$ cat config.mk
export PLATFORM = sky130hd
export DESIGN_NAME = cpa_seq
export DESIGN_NICKNAME = d
export VERILOG_FILES = /design/src/rtl/core/cpa_pkg.sv /design/src/rtl/core/cpa_seq.sv
export SDC_FILE = /design/constraint.sdc
export NUM_CORES = 1
export LEC_CHECK = 0
export BUFFER_PORTS_ARGS = -buffer_cell sky130_fd_sc_hd__buf_2
export CORE_MARGIN = 5
export CORE_UTILIZATION = 60
export DETAILED_ROUTE_END_ITERATION = 8
export MAX_ROUTING_LAYER = met4
export PLACE_DENSITY = 0.8
export SLEW_MARGIN = 30
export SYNTH_ARGS = -nofsm -noshare
export SYNTH_HDL_FRONTEND = slang
export SYNTH_SLANG_ARGS = --single-unit
$ cat constraint.sdc
create_clock -name clk -period 8.9 [get_ports clk]
set_clock_uncertainty 0.1 [all_clocks]
set_input_delay 0.89 -clock clk [delete_from_list [all_inputs] [get_ports clk]]
set_output_delay 0.89 -clock clk [all_outputs]
set_load 0.02 [all_outputs]
$ cat src/rtl/core/cpa_pkg.sv
// Shared types, codes and constants of the contiguous page allocator.
package cpa_pkg;

    localparam int NUM_PAGES_DEFAULT = 16384;
    localparam int MAX_RUN_DEFAULT   = 256;

    localparam int PAGE_W     = 14;
    localparam int END_W      = 15;
    localparam int COUNT_W    = 9;
    localparam int STATUS_W   = 2;
    localparam int CFG_IDX_W  = 1;
    localparam int CFG_DATA_W = 15;
    localparam int RUN_CMP_W  = 13;
    localparam int POS_MIN_W  = 17;

    localparam logic [PAGE_W-1:0] START_RESET = 14'd1024;
    localparam logic [END_W-1:0]  END_RESET   = 15'd16384;

    typedef enum logic [0:0] {
        KIND_ALLOC = 1'b0,
        KIND_FREE  = 1'b1
    } kind_t;

    typedef enum logic [STATUS_W-1:0] {
        STATUS_OK       = 2'd0,
        STATUS_NO_RUN   = 2'd1,
        STATUS_BAD_FREE = 2'd2
    } status_t;

    typedef enum logic [CFG_IDX_W-1:0] {
        REG_REGION_START = 1'b0,
        REG_REGION_END   = 1'b1
    } reg_idx_t;

    typedef struct packed {
        kind_t               kind;
        logic [PAGE_W-1:0]   page_index;
        logic [COUNT_W-1:0]  count;
    } item_t;

    typedef struct packed {
        status_t             status;
        logic [PAGE_W-1:0]   first_page;
    } result_t;

endpackage

$ cat src/rtl/core/cpa_seq.sv
// Sequencer: clearing pass, next-fit window scan, marking and freeing.
module cpa_seq #(
    parameter int NUM_PAGES = cpa_pkg::NUM_PAGES_DEFAULT,
    parameter int MAX_RUN   = cpa_pkg::MAX_RUN_DEFAULT
) (
    input  logic                         clk,
    input  logic                         rst_n,
    input  logic                         in_valid,
    output logic                         in_ready,
    input  cpa_pkg::item_t               item,
    output logic                         res_valid,
    input  logic                         res_ready,
    output cpa_pkg::result_t             res,
    input  logic [cpa_pkg::PAGE_W-1:0]   region_start,
    input  logic [cpa_pkg::END_W-1:0]    region_end,
    output logic                         mem_we,
    output logic [$clog2(NUM_PAGES)-1:0] mem_waddr,
    output logic                         mem_wdata,
    output logic [$clog2(NUM_PAGES)-1:0] mem_raddr,
    input  logic                         mem_rdata
);

    localparam int AW = $clog2(NUM_PAGES);
    localparam int PW = (AW + 1 > cpa_pkg::POS_MIN_W) ? AW + 1 : cpa_pkg::POS_MIN_W;
    localparam logic [PW-1:0] LAST_PAGE = PW'(NUM_PAGES - 1);
    localparam logic [PW-1:0] PAGES     = PW'(NUM_PAGES);

    typedef enum logic [11:0] {
        S_CLEAR  = 12'b0000_0000_0001,
        S_IDLE   = 12'b0000_0000_0010,
        S_ASTART = 12'b0000_0000_0100,
        S_WIN    = 12'b0000_0000_1000,
        S_ARD    = 12'b0000_0001_0000,
        S_ACHK   = 12'b0000_0010_0000,
        S_MARK   = 12'b0000_0100_0000,
        S_FSTART = 12'b0000_1000_0000,
        S_FRD    = 12'b0001_0000_0000,
        S_FCHK   = 12'b0010_0000_0000,
        S_FCLR   = 12'b0100_0000_0000,
        S_RESP   = 12'b1000_0000_0000
    } state_t;

    state_t                      state_reg, state_next;
    cpa_pkg::item_t              item_reg, item_next;
    cpa_pkg::result_t            res_reg, res_next;
    logic [PW-1:0]               win_reg, win_next;
    logic [PW-1:0]               addr_reg, addr_next;
    logic [PW-1:0]               scanned_reg, scanned_next;
    logic [PW-1:0]               total_reg, total_next;
    logic [PW-1:0]               next_search_reg, next_search_next;
    logic [cpa_pkg::COUNT_W-1:0] k_reg, k_next;

    logic [PW-1:0] start_w, end_w, n_w, first_w;
    logic [PW-1:0] win_plus_n, first_plus_n;
    logic          run_bad, k_last, ptr_in;

    // Effective end is the smaller of the register and the store size.
    always_comb
    begin
        start_w = PW'(region_start);
        end_w   = (PW'(region_end) < PAGES) ? PW'(region_end) : PAGES;
        n_w     = PW'(item_reg.count);
        first_w = PW'(item_reg.page_index);
    end

    assign win_plus_n   = win_reg + n_w;
    assign first_plus_n = first_w + n_w;
    assign run_bad      = (item_reg.count == '0) ||
                          (cpa_pkg::RUN_CMP_W'(item_reg.count) >
                           cpa_pkg::RUN_CMP_W'(MAX_RUN));
    assign k_last       = (k_reg == item_reg.count - cpa_pkg::COUNT_W'(1));
    assign ptr_in       = (next_search_reg >= start_w) && (next_search_reg < end_w);

    assign mem_waddr = addr_reg[AW-1:0];
    assign mem_raddr = addr_reg[AW-1:0];
    assign res       = res_reg;

    always_comb
    begin
        state_next       = state_reg;
        item_next        = item_reg;
        res_next         = res_reg;
        win_next         = win_reg;
        addr_next        = addr_reg;
        scanned_next     = scanned_reg;
        total_next       = total_reg;
        next_search_next = next_search_reg;
        k_next           = k_reg;
        in_ready         = 1'b0;
        res_valid        = 1'b0;
        mem_we           = 1'b0;
        mem_wdata        = 1'b0;

        case (state_reg)
            S_CLEAR:
            begin
                mem_we    = 1'b1;
                addr_next = addr_reg + PW'(1);
                if (addr_reg == LAST_PAGE)
                begin
                    addr_next  = '0;
                    state_next = S_IDLE;
                end
            end
            S_IDLE:
            begin
                in_ready = 1'b1;
                if (in_valid)
                begin
                    item_next  = item;
                    state_next = (item.kind == cpa_pkg::KIND_FREE) ? S_FSTART : S_ASTART;
                end
            end
            S_ASTART:
            begin
                if (run_bad || (start_w >= end_w))
                begin
                    res_next   = '{cpa_pkg::STATUS_NO_RUN, '0};
                    state_next = S_RESP;
                end
                else
                begin
                    total_next   = end_w - start_w;
                    win_next     = ptr_in ? next_search_reg : start_w;
                    scanned_next = '0;
                    state_next   = S_WIN;
                end
            end
            S_WIN:
            begin
                if (scanned_reg >= total_reg)
                begin
                    res_next   = '{cpa_pkg::STATUS_NO_RUN, '0};
                    state_next = S_RESP;
                end
                else if (win_plus_n <= end_w)
                begin
                    addr_next  = win_reg;
                    k_next     = '0;
                    state_next = S_ARD;
                end
                else
                begin
                    // Wrap: count the tail up to the end as scanned.
                    scanned_next = scanned_reg + ((win_reg < end_w) ? end_w - win_reg : '0);
                    win_next     = start_w;
                end
            end
            S_ARD:
            begin
                state_next = S_ACHK;
            end
            S_ACHK:
            begin
                if (mem_rdata)
                begin
                    scanned_next = scanned_reg + n_w;
                    win_next     = win_plus_n;
                    state_next   = S_WIN;
                end
                else if (k_last)
                begin
                    addr_next  = win_reg;
                    k_next     = '0;
                    state_next = S_MARK;
                end
                else
                begin
                    k_next     = k_reg + cpa_pkg::COUNT_W'(1);
                    addr_next  = addr_reg + PW'(1);
                    state_next = S_ARD;
                end
            end
            S_MARK:
            begin
                mem_we    = 1'b1;
                mem_wdata = 1'b1;
                if (k_last)
                begin
                    next_search_next = (win_plus_n >= end_w) ? start_w : win_plus_n;
                    res_next   = '{cpa_pkg::STATUS_OK, win_reg[cpa_pkg::PAGE_W-1:0]};
                    state_next = S_RESP;
                end
                else
                begin
                    k_next    = k_reg + cpa_pkg::COUNT_W'(1);
                    addr_next = addr_reg + PW'(1);
                end
            end
            S_FSTART:
            begin
                if (run_bad || (first_plus_n > end_w))
                begin
                    res_next   = '{cpa_pkg::STATUS_BAD_FREE, '0};
                    state_next = S_RESP;
                end
                else
                begin
                    addr_next  = first_w;
                    k_next     = '0;
                    state_next = S_FRD;
                end
            end
            S_FRD:
            begin
                state_next = S_FCHK;
            end
            S_FCHK:
            begin
                if (!mem_rdata)
                begin
                    res_next   = '{cpa_pkg::STATUS_BAD_FREE, '0};
                    state_next = S_RESP;
                end
                else if (k_last)
                begin
                    addr_next  = first_w;
                    k_next     = '0;
                    state_next = S_FCLR;
                end
                else
                begin
                    k_next     = k_reg + cpa_pkg::COUNT_W'(1);
                    addr_next  = addr_reg + PW'(1);
                    state_next = S_FRD;
                end
            end
            S_FCLR:
            begin
                mem_we = 1'b1;
                if (k_last)
                begin
                    res_next   = '{cpa_pkg::STATUS_OK, '0};
                    state_next = S_RESP;
                end
                else
                begin
                    k_next    = k_reg + cpa_pkg::COUNT_W'(1);
                    addr_next = addr_reg + PW'(1);
                end
            end
            S_RESP:
            begin
                res_valid = 1'b1;
                if (res_ready)
                begin
                    state_next = S_IDLE;
                end
            end
            default:
            begin
                state_next = S_IDLE;
            end
        endcase
    end

    always_ff @(posedge clk or negedge rst_n)
    begin
        if (!rst_n)
        begin
            state_reg       <= S_CLEAR;
            addr_reg        <= '0;
            next_search_reg <= PW'(cpa_pkg::START_RESET);
        end
        else
        begin
            state_reg       <= state_next;
            addr_reg        <= addr_next;
            next_search_reg <= next_search_next;
        end
    end

    always_ff @(posedge clk)
    begin
        item_reg    <= item_next;
        res_reg     <= res_next;
        win_reg     <= win_next;
        scanned_reg <= scanned_next;
        total_reg   <= total_next;
        k_reg       <= k_next;
    end

endmodule

==> summary.md, run 1 <==
| Metric | Value |
|---|---|
| Max Slew Vio Count | 0 |
| Max layer used | met4 |
| Worst hold path type | flip-flop to flip-flop |
| FF-to-FF path depth | 22 |
| TNS Setup | 0 ns |
| Clock power share | a little over a quarter |
| Sw Share | 39.2% |
| Crit start category | primary input |
| Synth warn | 0 |
| Delay-heaviest family, CP | compound AO/OA/AOI/OAI gates |
| Fin crit share | roughly 73% |
| Post-layout util | 66.9% |
| Clock transition at the registers of the reported paths | approximately 0.060 ns |
| Top cells by area, synth | edfxtp_1 (25%), ha_1 (14%), dfrtp_1 (9.3%) |
| Synthesized flop and latch total | approximately 140 |
| Compound-Gate Fraction of Synth Area | 18.8% |
| DRC viols | 0 |
| Clock insertion delay at the later pin of the skew report | 0.44 ns |
| Post-DR vias/cell | around 6.2 |
| Max Cap Viol | 0 |
| Initial Util | 60.7% |
| Worst Hold End | state_reg[9] |
| Tmin final | about 6.5 ns |
| Reg2reg start | win_reg[1] |
| WP buf/inv | 3 |
| Multiplexer share of the synthesized area | 0.170% |
| Required @ worst endpoint | 8.98 ns |
| # resized after CTS | 0 |
| Met2 WL | 15.4 mm |
| Worst setup path class | primary input to flip-flop |
| Unrepaired setup endpoints after global routing | no |
| Leak | ~5.8 nW |
| Synth Area per Inst | 9.26 um2 |
| FFs w/ async S/R, synth | 31.9% |
| DIE HEIGHT | ~150 um |
| Hold Path Origin | state_reg[11] |
| Synth Area in Adders | 15.3% |
| Layout cell share with drive strength beyond 1 | 13.4% |
| First-pass GRT wire length | ~50 mm |
| Pwr/cell area | 214 mW/mm2 |
| Max VDD drop | 146 uV |
| Main flop type after synthesis | edfxtp_1 |
| Number of clock sinks | roughly 140 |
| CP peak stage delay | 0.60 ns |
| Tightest Pin Transition | 1.02 ns |
| Initial antenna violation count | 2 |
| CTS tree | yes |
| Largest area contributor in the netlist | edfxtp_1 |
| Chip width | 150 um |
| Hold_buf cts | 0 |
| Slowest CP cell | o221ai_1 |
| # port buffers | 105 |
| Final ANT Viol Nets | 0 |
| # H-tree levels | 4 |
| Int Pwr | 0.00169 W |
| Std-Cell Rows | 51 |
| Pin count of the biggest net entering global routing | 47 |
| Clock Tree Buf Depth | 2 |
| Final setup vio count | 0 |
| Largest family of logic cells by synthesized area | compound AO/OA/AOI/OAI gates |
| Clk root buf | clkbuf_16 |
| Wl on met1 | 13.8 mm |
| Post-synthesis simple-gate area fraction | 17.5% |
| Met3 routed WL | 3.08 mm |
| RR Endpoint | scanned_reg[15] |
| Post-Syn Instances | 1272 |
| Syn Nets | between 1000 and 1500 |
| Seq pwr share | 34.5% |
| DR WL/cell | 20.5 um |
| Gr usage total | ~30% |
| Initial DRT Pass Iterations | 6 |
| DRT Wirelength | roughly 33 mm |
| Drt first-iter violations | 874 |
| Cell variety after synth | 91 |
| Vias in the first global route | 9310 |
| Post-DP HPWL | 25.9 mm |
| Slew HR | 32.0% |
| Crit. End Element | flip-flop |
| Grt total ovfl | 0 |
| Hold path depth | 1 |
| Fmax achieved | roughly 150 MHz |
| Die area | 0.0225 mm2 |
| Post-synth EDFFs | 98 |
| CTS Buf Count | 17 |
| Setup bufs post-CTS | 0 |
| Commonest non-fill, non-tap cell in the layout | ha_1 |
| Gate power share | 38.2% |
| RePlAce Congestion | just over 1 |
| Switch Pwr | 0.00109 W |
| Worst-path fanout max | 13 |
| Reg2Reg Setup Slack | 2.85 ns |
| Core Area | 0.0194 mm2 |
| Most frequent cells in the layout | ha_1 (134), nor2_1 (106), buf_2 (105), inv_1 (100), edfxtp_1 (98) |
| Run status | complete, no violations |
| DR vias | 9998 |
| Top cell type's share of synthesized area | 25.0% |
| Fillcell total | approximately 1600 |
| Mapped cell area | 0.0118 mm2 |
| Critical path arrival | 6.60 ns |
| Layout Nets | ~1500 |
| Sequential fraction of the synthesis area | 34.8% |
| Layout area overhead | 10.1% |
| Final Hold Fails | 0 |
| XOR/XNOR share of the synthesized area | under 10% |
| Top Ports | 106 |
-- routing by layer --
metal	GRT usage [%]	up-vias
met4	10.2	0
met1	39.2	4690
met2	46.2	461
met5	-	-
li1	-	4772
met3	6.98	75
-- cells by family (layout without fill, tap and decap cells) --
| family | Yosys count | after routing |
|---|---|---|
| adder cells (fa/ha/maj) | 142 | 142 |
| flip-flops | 144 | 144 |
| multiplexers | 2 | 2 |
| other | 1 | 3 |
| AND/OR/NAND/NOR | 401 | 401 |
| buffers and inverters | 162 | 244 |
| XOR/XNOR | 92 | 92 |
| AO/OA/AOI/OAI | 328 | 328 |
-- synth_stat cells, drive strengths merged, types with 8 or more instances --
library cell / count
dfrtp: 44
nor4: 9
nor3b: 16
nand2b: 13
a211o: 8
clkbuf: 18
a222oi: 16
a221oi: 12
nor3: 30
edfxtp: 98
a21oi: 72
and2: 25
o21a: 13
xnor2: 60
a21o: 24
nand4: 15
nand3: 29
nor2: 107
or3: 9
and3: 22
nor2b: 23
o21ai: 99
ha: 134
o21bai: 11
buf: 43
a31oi: 9
nand2: 82
inv: 101
xor2: 32
-- layout make-up --
type | count | area, um2 | share of cell area, %
Tap cell | 265 | 332 | 2.56
Timing Repair Buffer | 111 | 571 | 4.40
Sequential cell | 144 | 4100 | 31.6
Antenna cell | 2 | 5.00 | 0.0386
Inverter | 101 | 384 | 2.96
Clock buffer | 17 | 425 | 3.28
Clock inverter | 15 | 181 | 1.40
Multi-Input combinational cell | 966 | 6980 | 53.8
-- stage by stage --
stage | worst slack (ns) | total power, W | instance area (um2) | cells | hold WS [ns]
after floorplan | 2.81 | 0.00177 | 11800 | 1272 | 0.334
after global placement | 2.22 | 0.00198 | 12300 | 1587 | 0.370
after detailed placement | 2.02 | 0.00201 | 12300 | 1587 | 0.357
after CTS | 2.47 | 0.00277 | 12900 | 1619 | 0.384
after global routing | 1.82 | 0.00293 | 13000 | 1621 | 0.420
final | 2.38 | 0.00277 | 13000 | 1621 | 0.380
-- worst max path at each step --
stage | from | endpoint | cells past startpoint
global route | region_end[14] | scanned_reg[15] | 25
floorplan | region_end[14] | scanned_reg[15] | 26
CTS | region_end[14] | scanned_reg[15] | 25
detailed placement | region_end[14] | scanned_reg[15] | 25
global placement | region_end[14] | scanned_reg[15] | 25
finish | region_end[14] | scanned_reg[15] | 25
-- power by group through the flow --
stage	clock (W)	combinational (W)	sequential (W)
final	0.000758	0.00106	0.000957
after global routing	0.000792	0.00117	0.000967
after CTS	0.000765	0.00105	0.000954
after detailed placement	0	0.00104	0.000966
after floorplan	0	0.000832	0.000938
after global placement	0	0.00102	0.000965
Power figures use the tool's default switching activity.
==> run 2, diff against run 1 <==
==> constraint.sdc (replaced) <==
create_clock -name clk -period 6.7 [get_ports clk]
set_clock_uncertainty 0.1 [all_clocks]
set_input_delay 0.67 -clock clk [delete_from_list [all_inputs] [get_ports clk]]
set_output_delay 0.67 -clock clk [all_outputs]
set_load 0.02 [all_outputs]
==> summary.md, run 2 (synthesis gave the netlist of run 1 again) <==
| Metric | Value |
|---|---|
| # port buffers | 105 (unchanged) |
| Clock insertion delay at the later pin of the skew report | 0.44 ns (about the same) |
| # resized after CTS | 0 (unchanged) |
| Top Ports | 106 (unchanged) |
| Vias in the first global route | 9353 (+0.46%) |
| Multi-input gate area | 0.00695 mm2 (-0.48%) |
| Fillcell total | 1635 (+1.1%) |
| Layout cell share with drive strength beyond 1 | 13.6% (+0.27 points) |
| RR Endpoint | scanned_reg[16] |
| Initial antenna violation count | 3 (+1) |
| TNS Setup | 0 ns (unchanged) |
| Pin count of the biggest net entering global routing | 47 (unchanged) |
| Run status | complete, no violations |
| DR vias | 10200 (+1.7%) |
| Fin crit share | 86.7% |
| Fmax achieved | 172 MHz |
| Crit. End Element | flip-flop |
| DR WL/cell | 20.6 um (+0.63%) |
| Post-DR vias/cell | 6.24 (+1.2%) |
| Worst hold path type | primary input to asynchronous set/reset pin |
| Max Cap Viol | 0 (unchanged) |
| CTS tree | yes |
| Gr usage total | 30.8% (+0.82 points) |
| DRC viols | 0 (unchanged) |
| # H-tree levels | 4 (unchanged) |
| Core Area | 0.0194 mm2 (unchanged) |
| Worst-path fanout max | 12 (-1) |
| Final setup vio count | 0 (unchanged) |
| First-pass GRT wire length | 51.6 mm (+2.8%) |
| DRT Wirelength | 33.6 mm (+1.1%) |
| Die area | 0.0225 mm2 (unchanged) |
| Reg2Reg Setup Slack | 0.90 ns (-1.95 ns) |
| Std-Cell Rows | 51 (unchanged) |
| Crit start category | primary input |
| Clock Tree Buf Depth | 2 (unchanged) |
| Setup bufs post-CTS | 0 (unchanged) |
| Max VDD drop | 189 uV (+29%) |
| RePlAce Congestion | 1.01 (+0.24%) |
| Pwr/cell area | 287 mW/mm2 (+34%) |
| Post-DP HPWL | 26.3 mm (+1.3%) |
| Worst setup path class | primary input to flip-flop |
| Layout area overhead | 10.6% |
| Register area | 0.00410 mm2 (unchanged) |
| Initial Util | 60.7% (unchanged) |
| Unrepaired setup endpoints after global routing | no |
| Most frequent cells in the layout | ha_1 (134), nor2_1 (107), buf_2 (105), inv_1 (100), edfxtp_1 (98) |
| Initial DRT Pass Iterations | 7 (+1) |
| Hold_buf cts | 0 (unchanged) |
| Drt first-iter violations | 899 (+2.9%) |
| Clk root buf | clkbuf_16 |
| FF-to-FF path depth | 19 (-14%) |
| Final ANT Viol Nets | 0 (unchanged) |
| Number of clock sinks | 144 (unchanged) |
| Post-layout util | 67.2% (+0.30 points) |
| Final Hold Fails | 0 (unchanged) |
| Grt total ovfl | 0 (unchanged) |
| DIE HEIGHT | 150 um (unchanged) |
| Required @ worst endpoint | 6.78 ns (-2.20 ns) |
| Tmin final | 5.81 ns |
| Ant diodes | 0 (-2) |
| Commonest non-fill, non-tap cell in the layout | ha_1 |
| Tightest Pin Transition | 0.997 ns (-0.0226 ns) |
| Slew HR | 32.8% (+0.82 points) |
| Max Slew Vio Count | 0 (unchanged) |
| Layout Nets | 1548 (+0.65%) |
| Clock transition at the registers of the reported paths | 0.06 ns (about the same) |
| Reg2reg start | win_reg[0] |
| Critical path arrival | 5.89 ns (-0.71 ns) |
| Chip width | 150 um (unchanged) |
| CTS Buf Count | 17 (unchanged) |
| Leak | 5.86 nW (+1.2%) |
==> run 2: changes by cell type in the layout (fill, tap and decap cells not counted), moves of 2 or more <==
cell and change:
buf_4 +10, clkinv_4 +2, clkinvlp_4 -2, diode_2 -2, inv_6 -2
==> run 2: report_power, final <==
part | switching (W) | internal, W | leakage (nW)
Clock | 0.000414 | 0.000635 | 0.305
Sequential | 0.000158 | 0.00111 | 1.47
Combinational | 0.000874 | 0.000547 | 4.09
Total | 0.00145 | 0.00229 | 5.86
==> run 2: metal layers <==
| layer | vias to the layer above | track usage, % | wire (um) |
|---|---|---|---|
| li1 | 4790 | - | - |
| met1 | 4837 | 41.9 | 14700 |
| met2 | 465 | 47.8 | 15400 |
| met3 | 72 | 4.46 | 2590 |
| met4 | 0 | 10.2 | 929 |
| met5 | - | - | 0 |
==> run 2: stage by stage <==
stage	total power (W)	hold slack, ns	setup WS (ns)	instance area (um2)	cells
6_report	0.00374	0.248	0.888	13000	1629
4_1_cts	0.00373	0.265	0.839	13000	1629
3_5_place_dp	0.00268	0.370	0.516	12400	1597
2_1_floorplan	0.00235	0.274	0.830	11800	1272
3_3_place_gp	0.00265	0.373	0.723	12400	1597
5_1_grt	0.00395	0.290	0.547	13000	1629
==> run 2: critical path, stage by stage <==
cell and delay (ns):
buf_2 0.26, inv_1 0.25, nand2_1 0.21, inv_1 0.11, ha_1 0.34, and2_1 0.17, a221oi_1 0.41, nor2_1 0.08
o21ai_0 0.15, o211ai_1 0.14, nand3_1 0.12, nand2_1 0.08, o221ai_1 0.18, buf_4 0.21, o21ai_0 0.12, ha_1 0.30
a21o_1 0.19, a21o_1 0.22, a2111oi_0 0.39, nor3_1 0.15, a211o_1 0.31, a21o_1 0.19, a21oi_1 0.28, o21ai_0 0.17
xnor2_1 0.15, nor2_1 0.05
==> run 2: final cells by class <==
type	count	share of cell area (%)
repair buffers	121	4.95
clock inverters	13	1.42
clock buffers	19	3.40
flip-flops and latches	144	31.4
multi-input cells	966	53.3
inverters	101	2.95
well taps	265	2.54
==> run 2: worst max-delay path by stage <==
stage | from | end | slack (ns)
finish | region_end[14] | scanned_reg[15] | 0.89
global route | region_end[14] | scanned_reg[15] | 0.55
CTS | item_reg[0] | addr_reg[8] | 0.84
detailed placement | region_end[14] | scanned_reg[15] | 0.52
global placement | region_end[14] | scanned_reg[15] | 0.72
floorplan | region_end[14] | scanned_reg[15] | 0.83
